### src/hw/rtl/rsc_pkg.sv
// rsc_pkg: shared types and constants of the rgb 5x5 sharpening filter
// used by rsc_front, rsc_queue, rsc_back and the top level rgb_sharpen_conv5x5
// no dependencies
package rsc_pkg;

  localparam int PIX_W = 24;
  localparam int CFG_IDX_W = 4;
  localparam int CFG_DATA_W = 16;

  // input word kinds carried on in_tuser
  localparam logic OP_PUSH  = 1'b0;
  localparam logic OP_DRAIN = 1'b1;

  // register indexes
  localparam logic [CFG_IDX_W-1:0] REG_WIDTH  = 4'd0;
  localparam logic [CFG_IDX_W-1:0] REG_HEIGHT = 4'd1;

  localparam logic [11:0] WIDTH_RST  = 12'd640;
  localparam logic [15:0] HEIGHT_RST = 16'd480;

  // queue between front and back
  localparam int QDEPTH = 4;
  localparam int QAW = 2;
  localparam int QCW = 3;

  // pixel packed as blue [23:16], green [15:8], red [7:0]
  typedef logic [PIX_W-1:0] pix_t;

  typedef struct packed {
    logic            push;   // shifts the tap window
    logic            emit;   // produces an output word
    logic            inner;  // filtered, else passed through
    logic            last;   // last output of the frame
    pix_t [3:0]      col;    // new window column, rows 0..3
    pix_t            pix;    // new window column, row 4
    pix_t            pass;   // stored pixel for pass-through
  } rsc_item_t;

  typedef struct packed {
    logic vld;
    logic inner;
    logic last;
    pix_t pass;
  } rsc_ctl_t;

endpackage

### src/hw/rtl/rsc_back.sv
// rsc_back: 5x5 tap window, kernel arithmetic and output register
// depends on rsc_pkg
module rsc_back (
  input  logic               clk,
  input  logic               rst_n,
  input  logic               clear,
  input  logic               q_empty,
  input  rsc_pkg::rsc_item_t q_item,
  output logic               q_pop,
  output logic               out_tvalid,
  input  logic               out_tready,
  output logic [23:0]        out_tdata,
  output logic               out_tlast
);

  logic en;
  rsc_pkg::pix_t win_r [5][5];
  rsc_pkg::rsc_ctl_t b1_r, b2_r, b3_r;
  logic out_vld_r, out_last_r;
  rsc_pkg::pix_t out_pix_r;

  logic [9:0]  g1_r [3], g6_r [3], g16_r [3], g24_r [3];
  logic [10:0] g4_r [3];
  logic [7:0]  ctr_r [3];
  logic [16:0] pos_r [3];
  logic [15:0] neg_r [3];
  rsc_pkg::pix_t res;

  assign en    = !out_vld_r || out_tready;
  assign q_pop = en && !q_empty;

  always_ff @(posedge clk) begin
    if (!rst_n || clear) begin
      for (int r = 0; r < 5; r++) begin
        for (int c = 0; c < 5; c++) begin
          win_r[r][c] <= '0;
        end
      end
    end else if (q_pop && q_item.push) begin
      for (int r = 0; r < 5; r++) begin
        for (int c = 0; c < 4; c++) begin
          win_r[r][c] <= win_r[r][c+1];
        end
      end
      for (int r = 0; r < 4; r++) begin
        win_r[r][4] <= q_item.col[r];
      end
      win_r[4][4] <= q_item.pix;
    end
  end

  always_ff @(posedge clk) begin
    if (!rst_n) begin
      b1_r.vld  <= 1'b0;
      b2_r.vld  <= 1'b0;
      b3_r.vld  <= 1'b0;
      out_vld_r <= 1'b0;
    end else if (en) begin
      b1_r.vld  <= q_pop && q_item.emit;
      b2_r.vld  <= b1_r.vld;
      b3_r.vld  <= b2_r.vld;
      out_vld_r <= b3_r.vld;
    end
  end

  always_ff @(posedge clk) begin
    if (en) begin
      b1_r.inner <= q_item.inner;
      b1_r.last  <= q_item.last;
      b1_r.pass  <= q_item.pass;
      {b2_r.inner, b2_r.last, b2_r.pass} <= {b1_r.inner, b1_r.last, b1_r.pass};
      {b3_r.inner, b3_r.last, b3_r.pass} <= {b2_r.inner, b2_r.last, b2_r.pass};
      out_last_r <= b3_r.last;
      out_pix_r  <= b3_r.inner ? res : b3_r.pass;
    end
  end

  for (genvar ch = 0; ch < 3; ch++) begin : g_ch
    logic signed [17:0] diff;
    logic [9:0] quo;

    // taps grouped by equal kernel weight
    always_ff @(posedge clk) begin
      if (en) begin
        g1_r[ch] <= 10'(win_r[0][0][8*ch +: 8]) + 10'(win_r[0][4][8*ch +: 8]) +
                    10'(win_r[4][0][8*ch +: 8]) + 10'(win_r[4][4][8*ch +: 8]);
        g4_r[ch] <= 11'(win_r[0][1][8*ch +: 8]) + 11'(win_r[0][3][8*ch +: 8]) +
                    11'(win_r[1][0][8*ch +: 8]) + 11'(win_r[1][4][8*ch +: 8]) +
                    11'(win_r[3][0][8*ch +: 8]) + 11'(win_r[3][4][8*ch +: 8]) +
                    11'(win_r[4][1][8*ch +: 8]) + 11'(win_r[4][3][8*ch +: 8]);
        g6_r[ch] <= 10'(win_r[0][2][8*ch +: 8]) + 10'(win_r[2][0][8*ch +: 8]) +
                    10'(win_r[2][4][8*ch +: 8]) + 10'(win_r[4][2][8*ch +: 8]);
        g16_r[ch] <= 10'(win_r[1][1][8*ch +: 8]) + 10'(win_r[1][3][8*ch +: 8]) +
                     10'(win_r[3][1][8*ch +: 8]) + 10'(win_r[3][3][8*ch +: 8]);
        g24_r[ch] <= 10'(win_r[1][2][8*ch +: 8]) + 10'(win_r[2][1][8*ch +: 8]) +
                     10'(win_r[2][3][8*ch +: 8]) + 10'(win_r[3][2][8*ch +: 8]);
        ctr_r[ch] <= win_r[2][2][8*ch +: 8];
        pos_r[ch] <= 17'(ctr_r[ch]) * 17'd476;
        neg_r[ch] <= 16'(g1_r[ch]) + 16'({g4_r[ch], 2'b00}) + 16'(g6_r[ch]) * 16'd6 +
                     16'({g16_r[ch], 4'b0000}) + 16'(g24_r[ch]) * 16'd24;
      end
    end

    // clamp at zero, scale by 1/256, saturate at 255
    always_comb begin
      diff = signed'({1'b0, pos_r[ch]}) - signed'({2'b00, neg_r[ch]});
      quo  = diff[17:8];
      if (diff < 0) begin
        res[8*ch +: 8] = 8'd0;
      end else if (quo > 10'd255) begin
        res[8*ch +: 8] = 8'd255;
      end else begin
        res[8*ch +: 8] = quo[7:0];
      end
    end
  end

  assign out_tvalid = out_vld_r;
  assign out_tdata  = {out_pix_r[7:0], out_pix_r[15:8], out_pix_r[23:16]};
  assign out_tlast  = out_last_r;

endmodule

### config.mk
export PLATFORM = sky130hd
export DESIGN_NAME = rsc_back
export DESIGN_NICKNAME = d
export VERILOG_FILES = /design/src/hw/rtl/rsc_pkg.sv /design/src/hw/rtl/rsc_back.sv
export SDC_FILE = /design/constraint.sdc
export NUM_CORES = 2
export LEC_CHECK = 0
export BUFFER_PORTS_ARGS = -buffer_cell sky130_fd_sc_hd__buf_2
export CAP_MARGIN = 20
export CORE_MARGIN = 2
export CORE_UTILIZATION = 35
export CTS_CLUSTER_SIZE = 28
export DETAILED_ROUTE_END_ITERATION = 6
export PLACE_DENSITY = 0.48
export SKIP_CTS_REPAIR_TIMING = 1
export SLEW_MARGIN = 20
export SYNTH_ARGS = -nofsm -noshare
export SYNTH_HDL_FRONTEND = slang
export SYNTH_SLANG_ARGS = --single-unit
export TNS_END_PERCENT = 50
### constraint.sdc
create_clock -name clk -period 48.9 [get_ports clk]
set_clock_uncertainty 0.05 [all_clocks]
set_input_delay 4.89 -clock clk [delete_from_list [all_inputs] [get_ports clk]]
set_output_delay 4.89 -clock clk [all_outputs]
set_load 0.05 [all_outputs]
==> Yosys cells after proc, flatten, opt, wreduce, memory -nomap -nowiden <==
Memories as Yosys holds them, arrays and structs flattened.
Index checks and enable logic that the tools add are counted.
{ "op_classes": {"addsub": 72, "reduce_logical": 8, "bitwise": 25, "order_cmp": 6, "n_mux": 39, "n_mul": 9} }
{ "op_table": {"columns": ["op", "n"], "rows": [
  ["$mux 24", 26],
  ["$add 9x8->10", 15],
  ["$add 8x8->9", 15],
  ["$add 11x8->11", 12],
  ["$add 10x8->10", 12],
  ["$mul 10x2->12 const B", 6],
  ["$lt 18x1->1 const B", 3],
  ["$sub 17x16->18", 3],
  ["$add 15x14->16", 3],
  ["$add 16x15->16", 3],
  ["$mux 8", 6],
  ["$add 14x13->15", 3],
  ["$mul 8x7->15 const B", 3],
  ["$add 10x13->14", 3],
  ["$add 10x8->11", 3],
  ["$gt 10x8->1 const B", 3],
  ["$or 1x1->1", 25],
  ["$mux 1", 7],
  ["$logic_and 1x1->1", 3],
  ["$logic_not 1->1", 3],
  ["$logic_or 1x1->1", 2]
]} }
{ "word_totals": {"out_inout_bits": 27, "wordCells": 183, "register_bits": 107, "n_memories": 9, "in_bits": 153, "ram_bits": 870} }
{ "mem_list": {"columns": ["name", "words", "width", "rd", "rd_ports_with_merged_regs", "write_ports", "line", "text"], "rows": [
  ["win_r", 5, 120, 5, 0, 5, "rsc_back.sv:17", "rsc_pkg::pix_t win_r [5][5];"],
  ["neg_r", 3, 16, 3, 0, 3, "rsc_back.sv:26", "logic [15:0] neg_r [3];"],
  ["pos_r", 3, 15, 3, 0, 3, "rsc_back.sv:25", "logic [16:0] pos_r [3];"],
  ["g4_r", 3, 11, 3, 0, 3, "rsc_back.sv:23", "logic [10:0] g4_r [3];"],
  ["g16_r", 3, 10, 3, 0, 3, "rsc_back.sv:22", "logic [9:0] g1_r [3], g6_r [3], g16_r [3], g24_r [3];"],
  ["g1_r", 3, 10, 3, 0, 3, "rsc_back.sv:22", null],
  ["+3 memories", null, null, null, null, null, null, null]
]} }

==> Depth between registers and ports, before layout <==
{ "logic_depth": {"word_depth": 8, "mapped_depth": 20, "ltp_nobuf": 20} }

==> Worst setup path after synthesis <==
OpenSTA, ideal clock, no wires.
{ "synth_timing": {"kind": "in2reg", "from": "input port out_tready", "to": "memory win_r[0][0] in the netlist's numbering (enable)", "path_buffers": 1, "path_slack_ps": 24388, "arrival_time_ps": 18744, "setup_time_ps": 5718, "stages": 5, "required_ps": 43132, "cell_sequence": "nor2b_1 clkbuf_1 nor2_1 nand2_1 nand3b_1"} }
{ "synth_rtl": {"columns": ["element", "line", "text"], "rows": [
  ["start: declaration", "rsc_back.sv:11", "input logic out_tready,"],
  ["end: declaration", "rsc_back.sv:17", null]
]} }

==> Final worst setup path <==
{ "layout_timing": {"from": "input port out_tready", "to": "output port q_pop"} }
{ "layout_via": {"elab_chain_cells": 2} }
{ "layout_lines": {"columns": ["element", "line", "text"], "rows": [
  ["$logic_or 1x1->1", "rsc_back.sv:29", "assign en = !out_vld_r || out_tready;"],
  ["$logic_and 1x1->1", "rsc_back.sv:30", "assign q_pop = en && !q_empty;"],
  ["end: declaration", "rsc_back.sv:9", "output logic q_pop,"]
]} }
No other way between the ends.

==> results.sh <==
export IMPL_wl_met2_um=55440
export IMPL_end_kind="output port"
export IMPL_hold_end="b2_r[19]$_DFFE_PN_"
export IMPL_cts_made_buffers=114
export IMPL_synthCells=4163
export IMPL_yosysTopAreaCell="edfxtp_1"
export IMPL_critical_path_max_fanout=7
export IMPL_r2r_cells=18
export IMPL_vias_per_cell=4.510
export IMPL_first_iter_violations=1614
export IMPL_synth_most_common_cell="edfxtp_1"
export IMPL_tightestPinTransition_ns=1.039
export IMPL_clock_sinks=977
export IMPL_worstSetupPathType="in2out"
export IMPL_totalWireLength_um=119600
export IMPL_ys_types=79
export IMPL_ios=180
export IMPL_min_from="b1_r[19]$_DFFE_PN_"
export IMPL_synth_common_cells="edfxtp_1, and2_1, inv_1"
export IMPL_vias=30070
export IMPL_seq_area_frac_synth_pct=51.08
export IMPL_gr_total_overflow=0
export IMPL_r2r_start="g6_r[0][21]$_DFFE_PN_"
export IMPL_postSynthNetCount=5231
export IMPL_syn_to_final_growth_pct=12.44
export IMPL_grt_pass1_wl_um=188500
export IMPL_fin_crit_sh_pct=22.36
export IMPL_maxCapViolCount=0
export IMPL_min_period_ns=10.94
export IMPL_cts_tree="done"
export IMPL_synth_top_area_share_pct=50.94
export IMPL_hold_viol=0
export IMPL_die_x_um=408.8
export IMPL_reg2reg_slack_ns=43.41
export IMPL_antenna_found_initial=16
export IMPL_ys_seq_elements=977
export IMPL_nets=5472
export IMPL_setup_viol=0
export IMPL_synthFlopType="edfxtp_1"
export IMPL_clk_path_buf_depth=3
export IMPL_rsz0062_at_grt="false"
export IMPL_cp_data_arrival_time_ns=6.00
export IMPL_clock_latency_ns=0.71
export IMPL_hold_ws_ns=0.3662
export IMPL_syn_area_um2=57360
export IMPL_grt_max_degree=205
export IMPL_cts_root_buffer="clkbuf_16"
export IMPL_met3_length_um=4469
export IMPL_place_detailed_hpwl_um=89500
export IMPL_die_h_um=408.8
export IMPL_initial_core_util_pct=35.24
export IMPL_slew_viol_final=0
export IMPL_hold_path_class="reg2reg"
export IMPL_synth_edff_count=973
export IMPL_reg2reg_to="neg_r[0][46]$_DFFE_PN_"
export IMPL_met1_length_um=57350
export IMPL_hold_depth=0
export IMPL_postSynth_asyncResetShare_pct=0
export IMPL_outcome="finished clean"
export IMPL_post_drt_wl_per_cell_um=17.94
export IMPL_fp_coreArea_um2=162800
export IMPL_gp_congestion=0.7689
export IMPL_max_freq_mhz=91.44
export IMPL_drive_gt1_share_pct=8.818
export IMPL_syn_area_per_cell_um2=13.78
export IMPL_portBuffers=179
export IMPL_grt_pass1_vias=32000
export IMPL_first_pass_iters=5
export IMPL_top_layer="met5"
export IMPL_synthTopCellsByArea="edfxtp_1, fa_1, ha_1, and2_1, inv_1"
export IMPL_ant_nets=0
export IMPL_die_area_um2=167100
export IMPL_yosys_warnings=0
export IMPL_required_ns=43.96
export IMPL_startpoint_type="primary input"
export IMPL_h_tree_depth=3
export IMPL_slew_headroom_pct=30.75
export IMPL_final_setup_tns_ns=0
export IMPL_drc_errors=0
export IMPL_path_clk_slew_ns=0.06
export IMPL_grt_total_usage_pct=14.68
export IMPL_rows=148
==> cell usage in the layout, fill, tap and decap left out, types with 8 or more instances in the layout <==
cell type,count
clkinv_1,20
nor3b_1,11
a211o_1,8
xor2_1,53
inv_1,546
nor2b_1,33
o21ai_0,96
xnor2_1,139
nand2b_1,19
o2bb2ai_1,10
nand3_1,24
and2_1,604
nand2_1,90
clkinv_2,25
a31oi_1,10
edfxtp_1,973
nor3_1,27
clkbuf_16,117
a211oi_1,12
and3_1,8
a21boi_0,21
nor2_1,125
o21bai_1,17
bufinv_16,14
o21a_1,27
ha_1,426
fa_1,489
buf_4,15
buf_2,179
a21oi_1,134
clkbuf_1,21
a21o_1,72
==> worst max-delay path by stage <==
stage                                            to  cells after the start        from  slack [ns]
after floorplan           win_r[0][0]$_SDFFCE_PN0P_                      5  out_tready       24.39
after global placement                        q_pop                      4  out_tready       37.91
after detailed placement                      q_pop                      4  out_tready       37.95
after CTS                                     q_pop                      4  out_tready       37.94
after global routing                          q_pop                      4  out_tready       37.82
final                                         q_pop                      4  out_tready       37.96
==> critical path, cell delays in order <==
cell and delay, ns:
buf_2 0.10, nor2b_1 0.61, nor2_1 0.14, buf_2 0.26
==> routing by layer <==
metal	up-vias	GRT usage [%]
met2	378	23.37
met3	154	2.155
met1	14870	21.03
met5	-	0
met4	12	3.665
li1	14660	-
==> state kept, by name, summed over array words and instances (netlist names) <==
signal,cells
out_tvalid,1
out_pix_r,24
neg_r,48
ctr_r,24
win_r,600
g1_r,30
g16_r,30
out_tlast,1
g4_r,33
b1_r,27
b2_r,27
pos_r,45
g24_r,30
b3_r,27
g6_r,30
==> cells by family (layout without fill, tap and decap cells) <==
logic type	Yosys count	after routing	share of synthesized area, %
flip-flops	977	977	51.08
AND/OR/NAND/NOR	980	980	9.767
other	0	2	0
AO/OA/AOI/OAI	470	470	5.490
XOR/XNOR	192	192	2.932
multiplexers	10	10	0.1810
adder cells (fa/ha/maj)	915	915	26.36
buffers and inverters	619	947	4.197
==> metrics by stage <==
step / area (um^2) / worst slack (ns) / cells / utilization [%]
global route: 64490 / 37.82 / 6667 / 39.62
detailed placement: 60800 / 37.95 / 6463 / 37.35
global placement: 60800 / 37.91 / 6463 / 37.35
floorplan: 57360 / 24.39 / 4163 / -
CTS: 64490 / 37.94 / 6666 / 39.62
finish: 64500 / 37.96 / 6668 / 39.62
==> area by class of cell <==
class                           instances  area (um^2)
Sequential cell                       977        29300
Fill cell                           15410        98280
Tap cell                             2175         2721
Inverter                              547         2061
Antenna cell                            2        5.005
Clock inverter                         65        680.7
Multi-Input combinational cell       2567        25660
Clock buffer                          138         3007
Timing Repair Buffer                  197         1060
Power is not shown: default switching activity piles up to over one toggle a cycle in this logic, so the estimate is an artifact.
