$ cat src/hw/rtl/rsc_pkg.sv
// rsc_pkg: shared types and constants of the rgb 5x5 sharpening filter
// used by rsc_front, rsc_queue, rsc_back and the top level rgb_sharpen_conv5x5
// no dependencies
package rsc_pkg;

  localparam int PIX_W = 24;
  localparam int CFG_IDX_W = 4;
  localparam int CFG_DATA_W = 16;

  // input word kinds carried on in_tuser
  localparam logic OP_PUSH  = 1'b0;
  localparam logic OP_DRAIN = 1'b1;

  // register indexes
  localparam logic [CFG_IDX_W-1:0] REG_WIDTH  = 4'd0;
  localparam logic [CFG_IDX_W-1:0] REG_HEIGHT = 4'd1;

  localparam logic [11:0] WIDTH_RST  = 12'd640;
  localparam logic [15:0] HEIGHT_RST = 16'd480;

  // queue between front and back
  localparam int QDEPTH = 4;
  localparam int QAW = 2;
  localparam int QCW = 3;

  // pixel packed as blue [23:16], green [15:8], red [7:0]
  typedef logic [PIX_W-1:0] pix_t;

  typedef struct packed {
    logic            push;   // shifts the tap window
    logic            emit;   // produces an output word
    logic            inner;  // filtered, else passed through
    logic            last;   // last output of the frame
    pix_t [3:0]      col;    // new window column, rows 0..3
    pix_t            pix;    // new window column, row 4
    pix_t            pass;   // stored pixel for pass-through
  } rsc_item_t;

  typedef struct packed {
    logic vld;
    logic inner;
    logic last;
    pix_t pass;
  } rsc_ctl_t;

endpackage

$ cat src/hw/rtl/rsc_queue.sv
// rsc_queue: short fifo of classified words between front and back
// depends on rsc_pkg
module rsc_queue (
  input  logic                clk,
  input  logic                rst_n,
  input  logic                wr,
  input  rsc_pkg::rsc_item_t  wr_item,
  input  logic                rd,
  output rsc_pkg::rsc_item_t  rd_item,
  output logic                empty,
  output logic [rsc_pkg::QCW-1:0] level
);

  rsc_pkg::rsc_item_t entry_r [rsc_pkg::QDEPTH];
  logic [rsc_pkg::QAW-1:0] wr_ptr_r, rd_ptr_r;
  logic [rsc_pkg::QCW-1:0] level_r, level_nxt;

  always_ff @(posedge clk) begin
    if (wr) begin
      entry_r[wr_ptr_r] <= wr_item;
    end
  end

  always_comb begin
    level_nxt = level_r;
    if (wr && !rd) begin
      level_nxt = level_r + rsc_pkg::QCW'(1);
    end else if (rd && !wr) begin
      level_nxt = level_r - rsc_pkg::QCW'(1);
    end
  end

  always_ff @(posedge clk) begin
    if (!rst_n) begin
      wr_ptr_r <= '0;
      rd_ptr_r <= '0;
      level_r  <= '0;
    end else begin
      if (wr) wr_ptr_r <= wr_ptr_r + rsc_pkg::QAW'(1);
      if (rd) rd_ptr_r <= rd_ptr_r + rsc_pkg::QAW'(1);
      level_r <= level_nxt;
    end
  end

  assign rd_item = entry_r[rd_ptr_r];
  assign empty   = (level_r == '0);
  assign level   = level_r;

  a_no_overflow: assert property (@(posedge clk) disable iff (!rst_n)
    wr |-> level_r != rsc_pkg::QCW'(rsc_pkg::QDEPTH))
    else $error("queue written while full");

  a_no_underflow: assert property (@(posedge clk) disable iff (!rst_n)
    rd |-> level_r != '0)
    else $error("queue read while empty");

  a_level_up: assert property (@(posedge clk) disable iff (!rst_n)
    (wr && !rd) |=> level_r == rsc_pkg::QCW'($past(level_r) + rsc_pkg::QCW'(1)))
    else $error("queue level lost a write");

endmodule

$ cat config.mk
export PLATFORM = sky130hd
export DESIGN_NAME = rsc_queue
export DESIGN_NICKNAME = d
export VERILOG_FILES = /design/src/hw/rtl/rsc_pkg.sv /design/src/hw/rtl/rsc_queue.sv
export SDC_FILE = /design/constraint.sdc
export NUM_CORES = 1
export LEC_CHECK = 0
export ABC_AREA = 1
export BUFFER_PORTS_ARGS = -buffer_cell sky130_fd_sc_hd__buf_2
export CAP_MARGIN = 30
export CORE_ASPECT_RATIO = 1.4
export CORE_UTILIZATION = 52
export CTS_CLUSTER_DIAMETER = 100
export DETAILED_ROUTE_END_ITERATION = 16
export HOLD_SLACK_MARGIN = 0.03
export PLACE_DENSITY_LB_ADDON = 0.2
export SLEW_MARGIN = 20
export SYNTH_ARGS = -nofsm -noshare
export SYNTH_HDL_FRONTEND = slang
export SYNTH_SLANG_ARGS = --single-unit
$ cat constraint.sdc
create_clock -name clk -period 3.6 [get_ports clk]
set_input_delay 0.54 -clock clk [delete_from_list [all_inputs] [get_ports clk]]
set_output_delay 0.54 -clock clk [all_outputs]
set_load 0.02 [all_outputs]
Word-level counts from Yosys, hierarchy flattened --
Memory sizes are Yosys's and may differ from the RTL's. A register that Yosys moved wholly into a read port is not among the register bits. Index checks and enable logic that the tools add are counted.
Cells by class: add/subtract/negate cells 4, multiplexer cells 6, reduce and logical (&&, ||, !) cells 6
Operators with widths (number):
- 3-bit two-way mux | 2
- 2-bit by 1-bit adder with 2-bit output (second input constant) | 2
- 2-bit two-way mux | 2
- 3-bit by 1-bit adder with 3-bit output (second input constant) | 1
- 3-bit logical NOT | 1
- 3-bit by 1-bit subtractor with 3-bit output (second input constant) | 1
- 1-bit logical AND | 2
- 1-bit logical NOT | 2
- 1-bit two-way mux | 2
- 2-bit nonzero test | 1
Word-level totals: output and inout port bits 152, bits in writable memories 592, bits in registers 7, memories kept 1
Memory list:
- entry_r | words 4, bits a word 148, read ports 1, clocked after memory_dff 1, write ports 1, RTL line rsc_queue.sv:14 | rsc_pkg::rsc_item_t entry_r [rsc_pkg::QDEPTH];

Longest topological paths before layout --
Gate-level depths: netlist of the first run.
depth after elaboration 4, depth in mapped cells 10, mapped depth without buffers 10

Worst setup path after synthesis of the first run --
OpenSTA, ideal clock, no wires.
path type reg2reg, from register wr_ptr_r[0] (netlist name), to memory entry_r[2][0] (netlist name) (enable), stages on the path, launching flop included 5, data arrival time 3.435 ns, slack -0.336 ns, data required time 3.099 ns, path through dfxtp_1 -> inv_1 -> ha_1 -> nand2_1 -> inv_1
RTL lines:
- start, declared | RTL line rsc_queue.sv:15 | logic [rsc_pkg::QAW-1:0] wr_ptr_r, rd_ptr_r;
- start signal, assigned | RTL line rsc_queue.sv:39 | if (wr) wr_ptr_r <= wr_ptr_r + rsc_pkg::QAW'(1);
- end, declared | RTL line rsc_queue.sv:14
No word-level cell before the write port.

==> key figures, run 1 <==
Worst setup path
  – Setup crit end kind: output port
  – Slowest Stage Delay on Critical Path: 440 ps
  – Slowest stage cell, crit path: inv_8
  – Buf/Inv on CP: 3
  – CP Cell Sequence: inv_8 -> buf_4 -> o21ai_0 -> o22ai_1 -> buf_2
  – Crit path required time: 3060 ps
  – Crit Path Max Fanout: 111
  – Largest delay contributor family on the critical path: buffers and inverters
  – Worst Setup Path Type: reg2out
  – Startpoint types: flip-flop
  – Arrival time of the worst setup path: 2460 ps

Synthesis
  – #FFs+latches synth: 601
  – Post-synthesis sequential area ratio: 0.802
  – Yosys cell types: 23
  – Syn Inst Count: 1488
  – Cell Area, Synth: 0.0224 mm²
  – Syn nets: 1646
  – Syn_area_per_cell: 15.0 µm²
  – Synth warn: 0

Placed design
  – HPWL reported at the end of detailed placement: 26300 µm
  – Placer Congestion: 0.739
  – Dpl cells: 2264
  – PortBufs: 303
  – Placed Area: 0.0243 mm²

Timing
  – Slew Limit Fails: 0
  – Final hold violation count: 0
  – Final setup TNS: 0 ps
  – Worst relative slew slack: 0.317
  – Setup-failing EPs final: 0
  – Clock Skews: 16.7 ps
  – RSZ-0062 raised after global routing: no
  – Crit path time final: 3000 ps
  – Worst Tran Pin Value: 1020 ps
  – FMAX: 0.333 GHz
  – Fin crit share: 0.833

Cells and area
  – Net count, final: 1933
  – Share of cells above drive strength 1: 0.230
  – Fin cells: 2375
  – Leading cell type in the layout, fill and taps excluded: edfxtp_1
  – Commonest cells after routing, fill and taps aside: edfxtp_1, buf_2, nor2_1, o21ai_0, o22ai_1
  – Area Growth Syn to Fin: 17.1%
  – Finished Cell Area: 0.0262 mm²

Clocking
  – Post-CTS setup buffer count: 0
  – Sink Count: 601
  – Worst-path clk slew: 70 ps
  – Hold Buf Count CTS: 0
  – Total CTS buffers: 55
  – H-tree levels: 2
  – Deepest clock path buffer count: 3
  – TritonCTS clock tree: yes
  – Root Buffer: clkbuf_16
  – PostCTS Resize Cnt: 0
  – Worst skew pair latency: 600 ps

Min path
  – Hold WC Path Type: in2reg

Global route
  – Largest net degree at the start of global routing: 162
  – Vias in the first global route: 12800
  – Total gr overflow: 0
  – Total GRT Usage: 0.217
  – First-pass GRT wire length: 71600 µm
  – Initial antenna violation count: 14

Floorplanning
  – Die height: 247 µm
  – Core area: 0.0423 mm²
  – IO Pins: 304
  – Initial core utilization: 0.529
  – Num rows: 89
  – Die Width: 177 µm
  – Die ar.: 0.0439 mm²

Drt
  – DR pass1 iterations: 5
  – DR iter-0 viols: 896
  – Final wirelength: 48700 µm
  – Routed WL per cell: 20.5 µm
  – Vias per inst: 5.60
  – Antenna Violating Nets Remaining: 0
  – Drt drc: 0
  – Via Count: 13300

Pwr
  – Max VDD drop: 0.511 mV
  – Leak: 9.08 nW
  – Pwr dens: 595 mW/mm²

Run
  – Max Cap Viol: 0

Run status
  – Status: completed
## synth_stat cells, drive strengths merged
library cell,n,area share
a21oi,4,0.00089
buf,52,0.021
clkbuf,45,0.0076
dfxtp,9,0.0080
edfxtp,592,0.79
fa,1,0.00089
ha,5,0.0028
inv,17,0.0032
nand2,9,0.0015
nand3,1,0.00022
nand4,1,0.00028
nor2,301,0.050
nor3,1,0.00022
o21ai,302,0.068
o22ai,148,0.041
## final cells by class
class	instances	area, µm²
diodes	11	27.5
repair buffers	327	1880
multi-input cells	773	3720
fillers	3188	16100
inverters	17	88.8
flip-flops and latches	601	18000
clock buffers	60	1400
clock inverters	40	458
well taps	546	683
## worst register-to-register path: cells and delay by family, from the launching register on
family | cells | cell delay, ps
flops | 1 | 350
simple gates | 1 | 110
fa+ha+maj | 1 | 200
buf+inv | 3 | 1330
## state kept, by name (all words and copies together), names as in the netlist, named ones only
register,cells
wr_ptr_r,2
level,3
rd_ptr_r,2
entry_r,592
## routing by layer
layer,routed length (µm),GRT usage
met4,1410,0.0867
met2,24100,0.357
met1,19700,0.281
met3,3480,0.0478
met5,73,0
## cells by family after synthesis
logic type               after synthesis  share of synthesized area
AO/OA/AOI/OAI                        454                      0.110
adder cells (fa/ha/maj)                6                    0.00369
buffers and inverters                114                     0.0316
flip-flops                           601                      0.802
AND/OR/NAND/NOR                      313                     0.0527
## power by group
| group | total, mW | switching, mW | leakage [nW] | internal [mW] |
|---|---|---|---|---|
| clock | 5.95 | 2.44 | 0.903 | 3.51 |
| sequential | 8.06 | 0.0632 | 5.51 | 8.00 |
| combinational | 1.58 | 1.12 | 2.67 | 0.456 |
| total | 15.6 | 3.62 | 9.08 | 12.0 |
## stage by stage
stage | hold slack, ps | setup slack, ps | utilization | total power [mW]
global route | 136 | 461 | 0.619 | 16.1
detailed placement | 452 | 1240 | 0.575 | 9.81
floorplan | 412 | 326 | - | 9.18
finish | 151 | 600 | 0.620 | 15.6
CTS | 122 | 582 | 0.619 | 15.7
global placement | 461 | 1220 | 0.575 | 9.77
## final timing paths
check / from / end / slack, ps / cells past startpoint
worst max-delay path: flip-flop / rd_item[59] / 600 / 5
worst min-delay path: wr_item[95] / entry_r[2][95] / 150 / 1
worst max register to register: wr_ptr_r[0] / entry_r[0][82] / 1360 / 5
worst min register to register: rd_ptr_r[1] / flip-flop / 480 / 1
(Power assumes the default switching activity.)
==> run 2, diff against run 1 <==
==> constraint.sdc (replaced) <==
create_clock -name clk -period 2.6 [get_ports clk]
set_input_delay 0.39 -clock clk [delete_from_list [all_inputs] [get_ports clk]]
set_output_delay 0.39 -clock clk [all_outputs]
set_load 0.02 [all_outputs]
==> run 2 against run 1 <==
- clock power is 20% higher
- worst setup slack worse by 500 ps
- sequential share of layout area is 4.1 points lower
- clock-buffer cell count is 8 higher
- non-clock buffer count is 174 higher
- core utilization is 3.9 points higher
- via count is 6.3% higher
- die area stayed put
- worst hold slack worse by 90 ps
- power is 33% higher
- register-to-register slack worse by 690 ps
- largest power group unchanged
- highest routed layer is now met4
==> key figures, run 2 (same netlist as run 1, synthesis figures left out) <==
Floorplanning
  – Num rows: 89 (unchanged)
  – Core area: 0.0423 mm² (unchanged)
  – Initial core utilization: 0.529 (unchanged)
  – Die Width: 177 µm (unchanged)
  – IO Pins: 304 (unchanged)
  – Die ar.: 0.0439 mm² (unchanged)
  – Die height: 247 µm (unchanged)

Clocking
  – TritonCTS clock tree: yes
  – Worst skew pair latency: 570 ps (-30 ps)
  – H-tree levels: 2 (unchanged)
  – Total CTS buffers: 53 (-3.6%)
  – Deepest clock path buffer count: 3 (unchanged)
  – Sink Count: 601 (unchanged)
  – Worst-path clk slew: 60 ps (about the same)
  – Root Buffer: clkbuf_16

Timing
  – Crit path time final: 2500 ps
  – Clock Skews: 9.28 ps (-7.38 ps)
  – Slew Limit Fails: 0 (unchanged)
  – Fin crit share: 0.960
  – Final hold violation count: 0 (unchanged)
  – FMAX: 0.401 GHz
  – Setup-failing EPs final: 0 (unchanged)
  – Final setup margin: 104 ps (-495 ps)
  – Hold_ws: 61.5 ps (-89.7 ps)
  – Worst Tran Pin Value: 680 ps (-345 ps)
  – Worst relative slew slack: 0.546 (+0.229)

Min path
  – Hold Path End: entry_r[1][127]
  – Hold WC Path Type: in2reg
  – HP Start: wr_item[127]
  – Hold path cells: 1 (unchanged)

Cells and area
  – Net count, final: 2106 (+8.9%)
  – Commonest cells after routing, fill and taps aside: edfxtp_1, buf_2, nor2_1, o21ai_0, o22ai_1
  – Leading cell type in the layout, fill and taps excluded: edfxtp_1
  – Multi-input gate area: 0.00374 mm² (+0.47%)
  – Top reg by flops: entry_r
  – Share of cells above drive strength 1: 0.222 (-0.00825)
  – Max reg flops: 592 (unchanged)
  – Storage cell area: 0.0180 mm² (about the same)
  – Filler cell count in the final layout: 3041 (-4.6%)
  – Area Growth Syn to Fin: 24.5%

Pwr
  – Overall Power: 20.8 mW (+33%)
  – Leak: 9.79 nW (+7.8%)
  – Pwr dens: 746 mW/mm² (+26%)
  – Max VDD drop: 0.635 mV (+24%)

Worst setup path
  – Reg2reg start: wr_ptr_r[0]
  – Slowest stage cell, crit path: dfxtp_4
  – Arrival time of the worst setup path: 2110 ps (-350 ps)
  – R2R Setup Slk: 670 ps (-690 ps)
  – Crit Path Max Fanout: 42 (-62%)
  – Largest delay contributor family on the critical path: buffers and inverters
  – Worst Reg2Reg Path Length in Cells: 5 (unchanged)
  – Slowest Stage Delay on Critical Path: 460 ps (+20 ps)
  – Crit path required time: 2210 ps (-850 ps)
  – R2r endpoint: entry_r[2][122]
  – Startpoint types: flip-flop
  – Setup crit end kind: output port
  – Worst Setup Path Type: reg2out
  – Buf/Inv on CP: 3 (unchanged)
  – CP Cell Sequence: inv_4 -> buf_16 -> o21ai_0 -> o22ai_1 -> buf_2

Drt
  – Via Count: 14100 (+6.3%)
  – Vias per inst: 5.58 (-0.41%)
  – Routed WL per cell: 20.8 µm (+1.3%)
  – Final wirelength: 52700 µm (+8.2%)
  – DR pass1 iterations: 5 (unchanged)
  – DR iter-0 viols: 999 (+11%)
  – Antenna Violating Nets Remaining: 0 (unchanged)
  – Drt drc: 0 (unchanged)

Placed design
  – Pre-CTS setup slack: 509 ps (-733 ps)
  – PortBufs: 303 (unchanged)
  – Placer Congestion: 0.774 (+4.6%)
  – HPWL reported at the end of detailed placement: 28300 µm (+7.5%)

Global route
  – Total gr overflow: 0 (unchanged)
  – Largest net degree at the start of global routing: 101 (-38%)
  – Vias in the first global route: 14000 (+9.4%)
  – Initial antenna violation count: 1 (-13)
  – Total GRT Usage: 0.228 (+0.0109)
  – First-pass GRT wire length: 76100 µm (+6.3%)

Run
  – Max Cap Viol: 0 (unchanged)

Run status
  – Status: completed
[run 2: where the power goes]
group / total, mW / internal, mW / switching [mW] / leakage [nW]
clock network: 7.12 / 3.84 / 3.28 / 0.753
registers: 11.2 / 11.1 / 0.102 / 5.51
logic: 2.51 / 0.867 / 1.65 / 3.52
[run 2: cell type report]
class	count	area share
tap	546	0.0245
multi-input combinational	773	0.134
clock buffer	68	0.0496
inverter	17	0.00386
timing repair inverter	1	0.000404
sequential	601	0.644
antenna	1	0.0000898
clock inverter	28	0.00579
timing repair buffer	501	0.137
[run 2: metal layers]
metal / global-route usage / routed length [µm]
met5: 0 / 0
met4: 0.0694 / 1110
met3: 0.0455 / 3360
met2: 0.412 / 27700
met1: 0.272 / 20600
[run 2: worst max-delay path by stage]
stage	start	to	slack, ps	cells past startpoint
2_1_floorplan	wr_ptr_r[0]	entry_r[0][0]	-590	4
3_3_place_gp	flip-flop	rd_item[31]	530	5
3_5_place_dp	flip-flop	rd_item[31]	510	5
4_1_cts	flip-flop	rd_item[96]	-2	5
5_1_grt	flip-flop	rd_item[3]	-5	5
6_report	flip-flop	rd_item[93]	100	5
[run 2: through the flow]
stage	instances	instance area (µm²)	util	TNS (ps)
2_1_floorplan	1488	22400	-	-342920
3_3_place_gp	2283	24600	0.581	0
3_5_place_dp	2283	24600	0.581	0
4_1_cts	2528	27700	0.655	-1.53
5_1_grt	2536	27900	0.659	-5.40
6_report	2536	27900	0.659	0
[run 2: repair_timing]
action | in CTS | in global routing
hold buffers | 147 | 0
gates cloned | 1 | 5
endpoints found under the hold margin | 588 | 0
setup buffers | 1 | 2
resized for setup | 7 | 6
setup endpoints to repair | 66 | 35
